**src/wcp_pkg.sv**
```systemverilog
`default_nettype none
package wcp_pkg;

  // field widths
  localparam int ANGLE_W  = 8;
  localparam int CTR_W    = 10;
  localparam int HALF_W   = 7;
  localparam int PIX_W    = 13;
  localparam int TRIG_W   = 10;   // signed 2.8 sine, -256..256
  localparam int COORD_W  = 12;   // rotated corner coordinate
  localparam int SUM_W    = 23;   // sum of two coord*trig products
  localparam int DEN_W    = 10;   // clamped depth
  localparam int NUM_W    = 20;   // |coord*200|
  localparam int DIV_BPS  = 2;    // quotient bits per divider stage
  localparam int DIV_STAGES  = NUM_W / DIV_BPS;
  localparam int LANE_STAGES = 4 + DIV_STAGES + 1;
  localparam int PIPE_LEN    = 1 + LANE_STAGES;

  localparam int EDGE_W     = 4;
  localparam logic [EDGE_W-1:0] LAST_EDGE = 4'd11;

  localparam int REG_ADDR_W = 4;
  localparam logic [1:0] REG_CENTER_X  = 2'd0;
  localparam logic [1:0] REG_CENTER_Y  = 2'd1;
  localparam logic [1:0] REG_HALF_SIZE = 2'd2;

  localparam logic [CTR_W-1:0]  CENTER_X_RST  = 10'd320;
  localparam logic [CTR_W-1:0]  CENTER_Y_RST  = 10'd290;
  localparam logic [HALF_W-1:0] HALF_SIZE_RST = 7'd40;

  localparam logic signed [12:0] DEPTH_BIAS = 13'sd220;
  localparam logic signed [12:0] DEPTH_MIN  = 13'sd20;
  localparam logic signed [20:0] FOCAL      = 21'sd200;

  typedef logic signed [TRIG_W-1:0] trig_val_t;

  typedef struct packed {
    trig_val_t sy;
    trig_val_t cy;
    trig_val_t sx;
    trig_val_t cx;
    trig_val_t sz;
    trig_val_t cz;
  } trig_t;

  localparam logic [8:0] QSINE [65] = '{
    9'd0,   9'd6,   9'd12,  9'd18,  9'd25,  9'd31,  9'd37,  9'd43,
    9'd49,  9'd56,  9'd62,  9'd68,  9'd74,  9'd80,  9'd86,  9'd92,
    9'd97,  9'd103, 9'd109, 9'd115, 9'd120, 9'd126, 9'd131, 9'd136,
    9'd142, 9'd147, 9'd152, 9'd157, 9'd162, 9'd167, 9'd171, 9'd176,
    9'd181, 9'd185, 9'd189, 9'd193, 9'd197, 9'd201, 9'd205, 9'd208,
    9'd212, 9'd215, 9'd219, 9'd222, 9'd225, 9'd228, 9'd231, 9'd233,
    9'd236, 9'd238, 9'd240, 9'd242, 9'd244, 9'd246, 9'd247, 9'd249,
    9'd250, 9'd251, 9'd252, 9'd253, 9'd254, 9'd254, 9'd255, 9'd255,
    9'd256
  };

  // quarter-wave table folded to a full turn
  function automatic trig_val_t sine8(input logic [ANGLE_W-1:0] a);
    logic [6:0] ix;
    logic [8:0] m;
    if (a <= 8'd64) ix = a[6:0];
    else if (a <= 8'd128) ix = 7'(8'd128 - a);
    else if (a <= 8'd192) ix = 7'(a - 8'd128);
    else ix = 7'(9'd256 - {1'b0, a});
    m = QSINE[ix];
    if (a > 8'd128) return -$signed({1'b0, m});
    return $signed({1'b0, m});
  endfunction

  function automatic trig_val_t cosine8(input logic [ANGLE_W-1:0] a);
    return sine8(a + 8'd64);
  endfunction

  // corner index -> +1 (1) or -1 (0) per axis
  function automatic logic [2:0] corner_signs(input logic [2:0] c);
    logic sx, sy;
    sx = (c[1:0] == 2'd1) || (c[1:0] == 2'd2);
    sy = c[1];
    return {c[2], sy, sx};
  endfunction

  function automatic logic [5:0] edge_corners(input logic [EDGE_W-1:0] e);
    logic [5:0] r;
    unique case (e)
      4'd0:    r = {3'd0, 3'd1};
      4'd1:    r = {3'd1, 3'd2};
      4'd2:    r = {3'd2, 3'd3};
      4'd3:    r = {3'd3, 3'd0};
      4'd4:    r = {3'd4, 3'd5};
      4'd5:    r = {3'd5, 3'd6};
      4'd6:    r = {3'd6, 3'd7};
      4'd7:    r = {3'd7, 3'd4};
      4'd8:    r = {3'd0, 3'd4};
      4'd9:    r = {3'd1, 3'd5};
      4'd10:   r = {3'd2, 3'd6};
      4'd11:   r = {3'd3, 3'd7};
      default: r = {3'd0, 3'd0};
    endcase
    return r;
  endfunction

endpackage
`default_nettype wire

```
**src/wcp_div.sv**
```systemverilog
`default_nettype none
// Pipelined restoring divider, DIV_BPS quotient bits per stage.
module wcp_div (
  input  wire logic                      clk,
  input  wire logic                      en,
  input  wire logic [wcp_pkg::NUM_W-1:0] num,
  input  wire logic [wcp_pkg::DEN_W-1:0] den,
  input  wire logic                      neg,
  output logic      [wcp_pkg::NUM_W-1:0] quo,
  output logic                           quo_neg
);
  import wcp_pkg::*;

  logic [DEN_W:0]   rem [DIV_STAGES+1];
  logic [NUM_W-1:0] nq  [DIV_STAGES+1];
  logic [DEN_W-1:0] dv  [DIV_STAGES+1];
  logic             ng  [DIV_STAGES+1];

  assign rem[0] = '0;
  assign nq[0]  = num;
  assign dv[0]  = den;
  assign ng[0]  = neg;

  for (genvar k = 0; k < DIV_STAGES; k++) begin : g_stage
    logic [DEN_W:0]   r_next;
    logic [NUM_W-1:0] q_next;
    logic [DEN_W:0]   t;

    // shift in numerator bits, subtract where the divisor fits
    always_comb begin
      r_next = rem[k];
      q_next = nq[k];
      t = '0;
      for (int j = 0; j < DIV_BPS; j++) begin
        t = {r_next[DEN_W-1:0], q_next[NUM_W-1]};
        q_next = {q_next[NUM_W-2:0], 1'b0};
        if (t >= {1'b0, dv[k]}) begin
          t = t - {1'b0, dv[k]};
          q_next[0] = 1'b1;
        end
        r_next = t;
      end
    end

    always_ff @(posedge clk) begin
      if (en) begin
        rem[k+1] <= r_next;
        nq[k+1]  <= q_next;
        dv[k+1]  <= dv[k];
        ng[k+1]  <= ng[k];
      end
    end
  end

  assign quo     = nq[DIV_STAGES];
  assign quo_neg = ng[DIV_STAGES];
endmodule
`default_nettype wire

```
**src/wcp_lane.sv**
```systemverilog
`default_nettype none
// One corner: scale, three rotations, perspective divide, center offset.
module wcp_lane (
  input  wire logic                         clk,
  input  wire logic                         en,
  input  wire wcp_pkg::trig_t               trig,
  input  wire logic [2:0]                   corner,
  input  wire logic [wcp_pkg::HALF_W-1:0]   half_size,
  input  wire logic [wcp_pkg::CTR_W-1:0]    center_x,
  input  wire logic [wcp_pkg::CTR_W-1:0]    center_y,
  output logic signed [wcp_pkg::PIX_W-1:0]  px,
  output logic signed [wcp_pkg::PIX_W-1:0]  py
);
  import wcp_pkg::*;

  logic [2:0]               sgn;
  logic signed [8:0]        s, x0, y0, z0;
  logic signed [SUM_W-1:0]  x1_sum, z1_sum, y2_sum, z2_sum, x3_sum, y3_sum;
  logic signed [12:0]       dsum;
  logic signed [20:0]       nx, ny;

  // stage registers
  logic signed [8:0]         r1_y0;
  logic signed [COORD_W-1:0] r1_x1, r1_z1;
  trig_t                     r1_trig;
  logic signed [COORD_W-1:0] r2_x1, r2_y2, r2_z2;
  trig_t                     r2_trig;
  logic signed [COORD_W-1:0] r3_x3, r3_y3;
  logic [DEN_W-1:0]          r3_depth;
  logic [NUM_W-1:0]          r4_mx, r4_my;
  logic                      r4_nx, r4_ny;
  logic [DEN_W-1:0]          r4_depth;
  logic [NUM_W-1:0]          qx, qy;
  logic                      qx_neg, qy_neg;
  logic [NUM_W-1:0]          tx, ty;

  // corner scaled by half size
  assign sgn = corner_signs(corner);
  assign s   = $signed({2'b00, half_size});
  assign x0  = sgn[0] ? s : -s;
  assign y0  = sgn[1] ? s : -s;
  assign z0  = sgn[2] ? s : -s;

  // yaw
  assign x1_sum = x0 * trig.cy + z0 * trig.sy;
  assign z1_sum = z0 * trig.cy - x0 * trig.sy;
  // pitch
  assign y2_sum = r1_y0 * r1_trig.cx - r1_z1 * r1_trig.sx;
  assign z2_sum = r1_y0 * r1_trig.sx + r1_z1 * r1_trig.cx;
  // roll and depth
  assign x3_sum = r2_x1 * r2_trig.cz - r2_y2 * r2_trig.sz;
  assign y3_sum = r2_x1 * r2_trig.sz + r2_y2 * r2_trig.cz;
  assign dsum   = 13'(r2_z2) + DEPTH_BIAS;
  // numerators
  assign nx = r3_x3 * FOCAL;
  assign ny = r3_y3 * FOCAL;

  always_ff @(posedge clk) begin
    if (en) begin
      r1_x1    <= x1_sum[8 +: COORD_W];
      r1_z1    <= z1_sum[8 +: COORD_W];
      r1_y0    <= y0;
      r1_trig  <= trig;
      r2_x1    <= r1_x1;
      r2_y2    <= y2_sum[8 +: COORD_W];
      r2_z2    <= z2_sum[8 +: COORD_W];
      r2_trig  <= r1_trig;
      r3_x3    <= x3_sum[8 +: COORD_W];
      r3_y3    <= y3_sum[8 +: COORD_W];
      r3_depth <= (dsum < DEPTH_MIN) ? DEN_W'(DEPTH_MIN) : dsum[DEN_W-1:0];
      r4_nx    <= nx[20];
      r4_ny    <= ny[20];
      r4_mx    <= nx[20] ? NUM_W'(-nx) : nx[NUM_W-1:0];
      r4_my    <= ny[20] ? NUM_W'(-ny) : ny[NUM_W-1:0];
      r4_depth <= r3_depth;
    end
  end

  wcp_div u_div_x (
    .clk(clk), .en(en), .num(r4_mx), .den(r4_depth), .neg(r4_nx),
    .quo(qx), .quo_neg(qx_neg)
  );
  wcp_div u_div_y (
    .clk(clk), .en(en), .num(r4_my), .den(r4_depth), .neg(r4_ny),
    .quo(qy), .quo_neg(qy_neg)
  );

  // restore sign (truncating divide) and offset by center
  assign tx = qx_neg ? (~qx + 1'b1) : qx;
  assign ty = qy_neg ? (~qy + 1'b1) : qy;

  always_ff @(posedge clk) begin
    if (en) begin
      px <= $signed({3'b000, center_x} + tx[PIX_W-1:0]);
      py <= $signed({3'b000, center_y} + ty[PIX_W-1:0]);
    end
  end
endmodule
`default_nettype wire

```
**config.mk**
```make
export PLATFORM = sky130hd
export DESIGN_NAME = wcp_lane
export DESIGN_NICKNAME = d
export VERILOG_FILES = /design/src/wcp_pkg.sv /design/src/wcp_div.sv /design/src/wcp_lane.sv
export SDC_FILE = /design/constraint.sdc
export NUM_CORES = 2
export LEC_CHECK = 0
export BUFFER_PORTS_ARGS = -buffer_cell sky130_fd_sc_hd__buf_4
export CAP_MARGIN = 40
export CORE_UTILIZATION = 55
export CTS_BUF_LIST = sky130_fd_sc_hd__clkbuf_4
export DETAILED_ROUTE_END_ITERATION = 12
export GPL_TIMING_DRIVEN = 0
export PLACE_DENSITY = 0.71
export SKIP_CTS_REPAIR_TIMING = 1
export SLEW_MARGIN = 10
export SYNTH_ARGS = -nofsm -noshare
export SYNTH_HDL_FRONTEND = slang
export SYNTH_SLANG_ARGS = --single-unit
```
**constraint.sdc**
```tcl
create_clock -name clk -period 21.5 [get_ports clk]
set_clock_uncertainty 0.15 [all_clocks]
set_input_delay 4.3 -clock clk [delete_from_list [all_inputs] [get_ports clk]]
set_output_delay 4.3 -clock clk [all_outputs]
set_load 0.03 [all_outputs]
```
Yosys cells after proc, flatten, opt, wreduce, memory -nomap -nowiden. Index checks and enable logic that the tools add are counted.

Add/sub/neg operators: 52. Multipliers: 14. $lt $le $gt $ge: 41. Equal/unequal tests: 2. Mux-type cells: 85. Bitwise gates (word level): 2. Reduce and logical (&&, ||, !) cells: 1.

Operators with widths (number): $ge 11x10->1 (38); $mux 10 (38); $sub 10x10->10 (36); $mul 12x10->20 (6); $mul 9x10->19 (6); $mux 1 (40); $mux 20 (2); $neg 20->20 (2); $mul 12x6->18 const B (2); $add 10x13->13 (2); $add 13x1->13 const B (2); $mux 13 (2); $not 13->13 (2); $add 19x19->20 (1); $add 19x20->20 (1); $add 20x20->20 (1); $ge 1x10->1 (2); $sub 1x10->10 (2); $sub 19x19->20 (1); $sub 19x20->20 (1); $sub 20x20->20 (1); $mux 9 (2); $add 12x9->13 const B (1); $lt 13x6->1 const B (1); other kinds (5) (5).

Flip-flop bits (word level): 917. Input port bits: 92. Output and inout port bits: 26. Word-level logic and storage cells: 289.

Logic depth before layout (Yosys ltp).
Depth after elaboration: 5. Depth in mapped cells: 31. Mapped depth without buffers: 28.

Cells and area by module. Synthesis repeated with hierarchy kept, for this count alone.

Cells, all modules: 9337. Area, all modules: 102030.4 um^2.

Modules (own cells, without submodules): wcp_lane (times used 1, cells each 5795, area each 57730.4 um^2, seq. area each 7056.8 um^2); wcp_div (times used 2, cells each 1771, area each 22150.0 um^2, seq. area each 11711.2 um^2).

Worst setup path before layout. Ideal clock, no wire load.

Kind: input to register. From: in half_size[0] (netlist name). To: reg r1_z1[10], data pin. Setup time: 0.258 ns. Arrival time: 11.515 ns. Data required time: 21.092 ns. Path slack: 9.577 ns. Stages: 28. Buffers on the path: 4. Cell sequence: clkbuf_1 -> buf_1 -> inv_1 -> ha_1 -> nor3b_1 -> nor2_1 -> xor2_1 -> clkbuf_1 -> clkbuf_1 -> nand2_1 -> fa_1 -> fa_1 -> inv_1 -> fa_1 -> fa_1 -> fa_1 -> fa_1 -> inv_1 -> fa_1 -> inv_1 -> ha_1 -> nand3_1 -> o31ai_1 -> nand3_1 -> a311oi_1 -> a211o_1 -> a21oi_1 -> xnor2_1.

Longest elaborated chain between the ends: 4. Elaborated cells between the ends (all ways): 6. Classes of those cells: add/sub: 2; mul: 2; mux: 2.

Ends and longest elaborated chain: start, declared (RTL line wcp_lane.sv:8) `input wire logic [wcp_pkg::HALF_W-1:0] half_size,`; $neg 7->9 (RTL line wcp_lane.sv:40, wcp_lane.sv:42); $mux 9, on equally long branches (RTL line wcp_lane.sv:42, wcp_lane.sv:40); $mul 9x10->19 (RTL line wcp_lane.sv:46) `assign z1_sum = z0 * trig.cy - x0 * trig.sy;`; $sub 19x19->20 (*) (RTL line wcp_lane.sv:46); via z1_sum[18] (RTL line wcp_lane.sv:18) `logic signed [SUM_W-1:0] x1_sum, z1_sum, y2_sum, z2_sum, x3_sum, y3_sum;`; end signal, assigned (RTL line wcp_lane.sv:61) `r1_z1 <= z1_sum[8 +: COORD_W];`; end, declared (RTL line wcp_lane.sv:24) `logic signed [COORD_W-1:0] r1_x1, r1_z1;`.

Mark *: on every way through the listed nets, which the timed path passes. The rest lies on a longest branch. A chain may end at the register's enable or synchronous reset.

Worst setup path in the final report. Same ends and word-level chain as after synthesis.

==> metrics.txt <==
run status completed; Ports about 120; Total Neg Setup Slack 0 ps; maximum number of pins on one net before global-route repair roughly 130; combinational family with the most area after synthesis adder cells; number of warnings printed during yosys synthesis 0; data required time at the worst endpoint roughly 22000 ps; Post-Synthesis Net Count about 11000; effective utilization at floorplan roughly 55%; compound-gate portion of the synthesized area 6.65%; number of global-route vias before repair approximately 67000; min-delay src u_div_y.g_stage[3].q_next[15]; area of the core region around 0.17 mm^2; clock-pin slew on the worst setup and hold paths 70 ps; filler cell count between 10000 and 15000; Die X-Extent 413 um; Slowest cell on crit path sky130_fd_sc_hd__a311oi_1; RD Place Congestion about 0.94; mapped cell area just over 0.09 mm^2; global-route track usage on met1 around 34%; kind of path behind the tightest hold check flip-flop to flip-flop; CTS Root Cell sky130_fd_sc_hd__clkbuf_4; Slew @ Worst Pin roughly 910 ps; delay of the slowest cell on the worst path 600 ps; endpoint kind of the worst setup timing path flip-flop; nature of the critical path startpoint input port; Final Hold Vio Count 0; worst setup slack for register-to-register paths about 13000 ps; count of cell types in the netlist 83; adder-cell share of the synthesized area 40.9%; vias per inst 5.46; clock buffer depth 3; GR Util met2 44.5%; Port Buf Inserts 110; cell mode on critical path sky130_fd_sc_hd__fa_1; Rows 150; Max transition margin about two fifths; detailed router's first-iteration violation count between 3000 and 4000; area fraction in and, or, nand and nor cells after synthesis 11.7%; XOR/XNOR share of the synthesized area 5.07%; startpoint of the worst register-to-register path r2_trig[13]; nets roughly 12000; timing startpoint of the critical path half_size[0]; worst-skew pair later-pin latency between 1000 and 1500 ps; ANT nets after route 0; classification of the worst setup path input port to flip-flop; total of max-cap violations 0; remaining global-route overflow 0; clock tree from TritonCTS yes; Area Overhead vs Synth 7.05%; final number of max-transition violations 0; number of synthesized flops with an enable pin approximately 750; share of post-route cells with drive strength above 1 around 7.7%; post-synthesis sequential element count around 750; antenna violations before repair 5; Global Route Usage Sum a little over a quarter; die outline area approximately 0.17 mm^2; count of placed standard cells in the final layout, fillers left out 11700; Worst Path Max Fanout 10; via count about 64000; global-route wire length before repair ~350000 um; Tcrit/Tclk final 59.9%; syn avg cell area 10.4 um^2; CP Data Arrival Time ~14000 ps; final period demand of the worst path 12880 ps; Detailed Place HPWL between 150000 and 200000 um; Routed WL per cell between 15 and 20 um; number of remaining DRC errors 0; Synth async-reset ratio 0%; final wirelength 216000 um; Post-Synthesis Cells 8967; length of the first detailed-routing pass in iterations 7; cell count after placement roughly 11000; floorplan die height roughly 410 um; setup repair after global routing missed its margin no; top_reg_cell synth sky130_fd_sc_hd__edfxtp_1; Achievable Freq just under 80 MHz; CTS H-tree lvls 4; final-report setup violation count 0; CTS Buf Count about 200; met3 track demand over resource about 4.7%; post-synthesis mux area share approximately 3.5%; sink count of the clock tree between 700 and 800; gr busiest metal met2; sequential share of the synthesized area approximately a quarter
[flip-flops by register name, indices dropped and copies added (netlist names), 12 cells and up]
signal	count
u_div_x.rem	90
u_div_y.rem	90
u_div_x.g_stage.q_next	85
u_div_y.g_stage.q_next	85
u_div_x.dv	70
r1_trig	40
r2_trig	20
u_div_y.dv	20
r4_mx	17
r4_my	17
u_div_x.nq	15
u_div_y.nq	15
px	13
py	13
u_div_x.quo	13
u_div_y.quo	13
r1_x1	12
r1_z1	12
r2_x1	12
r2_y2	12
r2_z2	12
r3_x3	12
r3_y3	12
[final cells by class]
cell class	instances	area (um^2)	share of cell area, %
multi-input cells	6270	63100	63.4
flip-flops and latches	751	22600	22.7
inverters	1681	6310	6.34
well taps	2204	2760	2.77
clock buffers	275	2060	2.07
repair buffers	121	1060	1.06
plain buffers	265	1020	1.02
clock inverters	89	647	0.650
diodes	10	25.0	0.0251
[cell usage after synthesis, drive strengths merged, types with 33 or more instances]
| library cell | count | area share (%) |
|---|---|---|
| a211oi | 34 | 0.29 |
| a21boi | 33 | 0.27 |
| a21o | 107 | 0.86 |
| a21oi | 305 | 1.6 |
| and2 | 531 | 3.6 |
| clkbuf | 243 | 0.98 |
| edfxtp | 751 | 24 |
| fa | 1322 | 28 |
| ha | 927 | 12 |
| inv | 1679 | 6.8 |
| mux2 | 239 | 2.9 |
| mux2i | 54 | 0.58 |
| nand2 | 789 | 3.2 |
| nand2b | 68 | 0.46 |
| nand3 | 59 | 0.32 |
| nand4 | 58 | 0.39 |
| nor2 | 383 | 1.5 |
| nor2b | 128 | 0.86 |
| nor3 | 83 | 0.46 |
| o21a | 62 | 0.50 |
| o21ai | 202 | 1.1 |
| o21bai | 41 | 0.33 |
| or3 | 38 | 0.26 |
| xnor2 | 365 | 3.4 |
| xor2 | 173 | 1.6 |
[worst paths after layout]
path                                                 endpoint  depth (start not counted)
worst min-delay path            u_div_y.g_stage[4].q_next[17]                          0
worst max register to register                      r3_y3[11]                         21
worst max-delay path                                r1_z1[10]                         29
worst min register to register  u_div_y.g_stage[4].q_next[17]                          0
[cells in the final DEF, fill, tap and decap left out, types with 20 or more instances in the layout]
cell / instances
sky130_fd_sc_hd__mux2_2: 239
sky130_fd_sc_hd__clkbuf_4: 275
sky130_fd_sc_hd__clkinv_1: 53
sky130_fd_sc_hd__ha_1: 927
sky130_fd_sc_hd__nand2_1: 788
sky130_fd_sc_hd__nand3_1: 59
sky130_fd_sc_hd__nor2_1: 383
sky130_fd_sc_hd__o41ai_1: 22
sky130_fd_sc_hd__o21ai_0: 199
sky130_fd_sc_hd__and3_1: 20
sky130_fd_sc_hd__nand2b_1: 68
sky130_fd_sc_hd__a21oi_1: 304
sky130_fd_sc_hd__o211ai_1: 27
sky130_fd_sc_hd__and2_1: 530
sky130_fd_sc_hd__a21boi_0: 33
sky130_fd_sc_hd__o31ai_1: 24
sky130_fd_sc_hd__o21bai_1: 41
sky130_fd_sc_hd__inv_1: 1679
sky130_fd_sc_hd__nor2b_1: 128
sky130_fd_sc_hd__a211oi_1: 32
sky130_fd_sc_hd__edfxtp_1: 751
sky130_fd_sc_hd__xor2_1: 173
sky130_fd_sc_hd__clkbuf_1: 243
sky130_fd_sc_hd__xnor2_1: 365
sky130_fd_sc_hd__fa_1: 1322
sky130_fd_sc_hd__nand4_1: 58
sky130_fd_sc_hd__or3_1: 38
sky130_fd_sc_hd__mux2i_1: 54
sky130_fd_sc_hd__buf_4: 110
sky130_fd_sc_hd__a21o_1: 107
sky130_fd_sc_hd__nor3_1: 81
sky130_fd_sc_hd__o21a_1: 62
[worst max-delay path, delay by kind of cell]
family / cells / cell delay [ps]
AOI/OAI and AO/OA: 4 / 1420
and+or+nand+nor: 5 / 800
adders and majority gates: 9 / 4220
xor gates and xnor gates: 2 / 560
buffers and inverters: 9 / 2460
[metrics by stage]
stage               hold slack, ps  setup WS [ps]  util (%)  instance area (um^2)
floorplan                      250           9580         -                 93000
global placement               251           7470      57.6                 96600
detailed placement             255           7460      57.8                 96800
CTS                            212           8880      59.4                 99500
global route                   212           8290      59.4                 99500
finish                         218           8620      59.4                 99600
[metal layers]
metal / up-vias / part of all wire, %
met1: 31700 / 41
met4: 2 / 3.7
met2: 1915 / 49
met3: 446 / 6.3
met5: - / 0.0042
li1: 29700 / -
[kinds of logic after synthesis]
kind of cell / Yosys count
buffers and inverters: 1946
adder cells (fa/ha/maj): 2249
flip-flops: 751
AND/OR/NAND/NOR: 2228
AO/OA/AOI/OAI: 962
XOR/XNOR: 538
multiplexers: 293
Power is not shown: default switching activity piles up to over one toggle a cycle in this logic, so the estimate is an artifact.
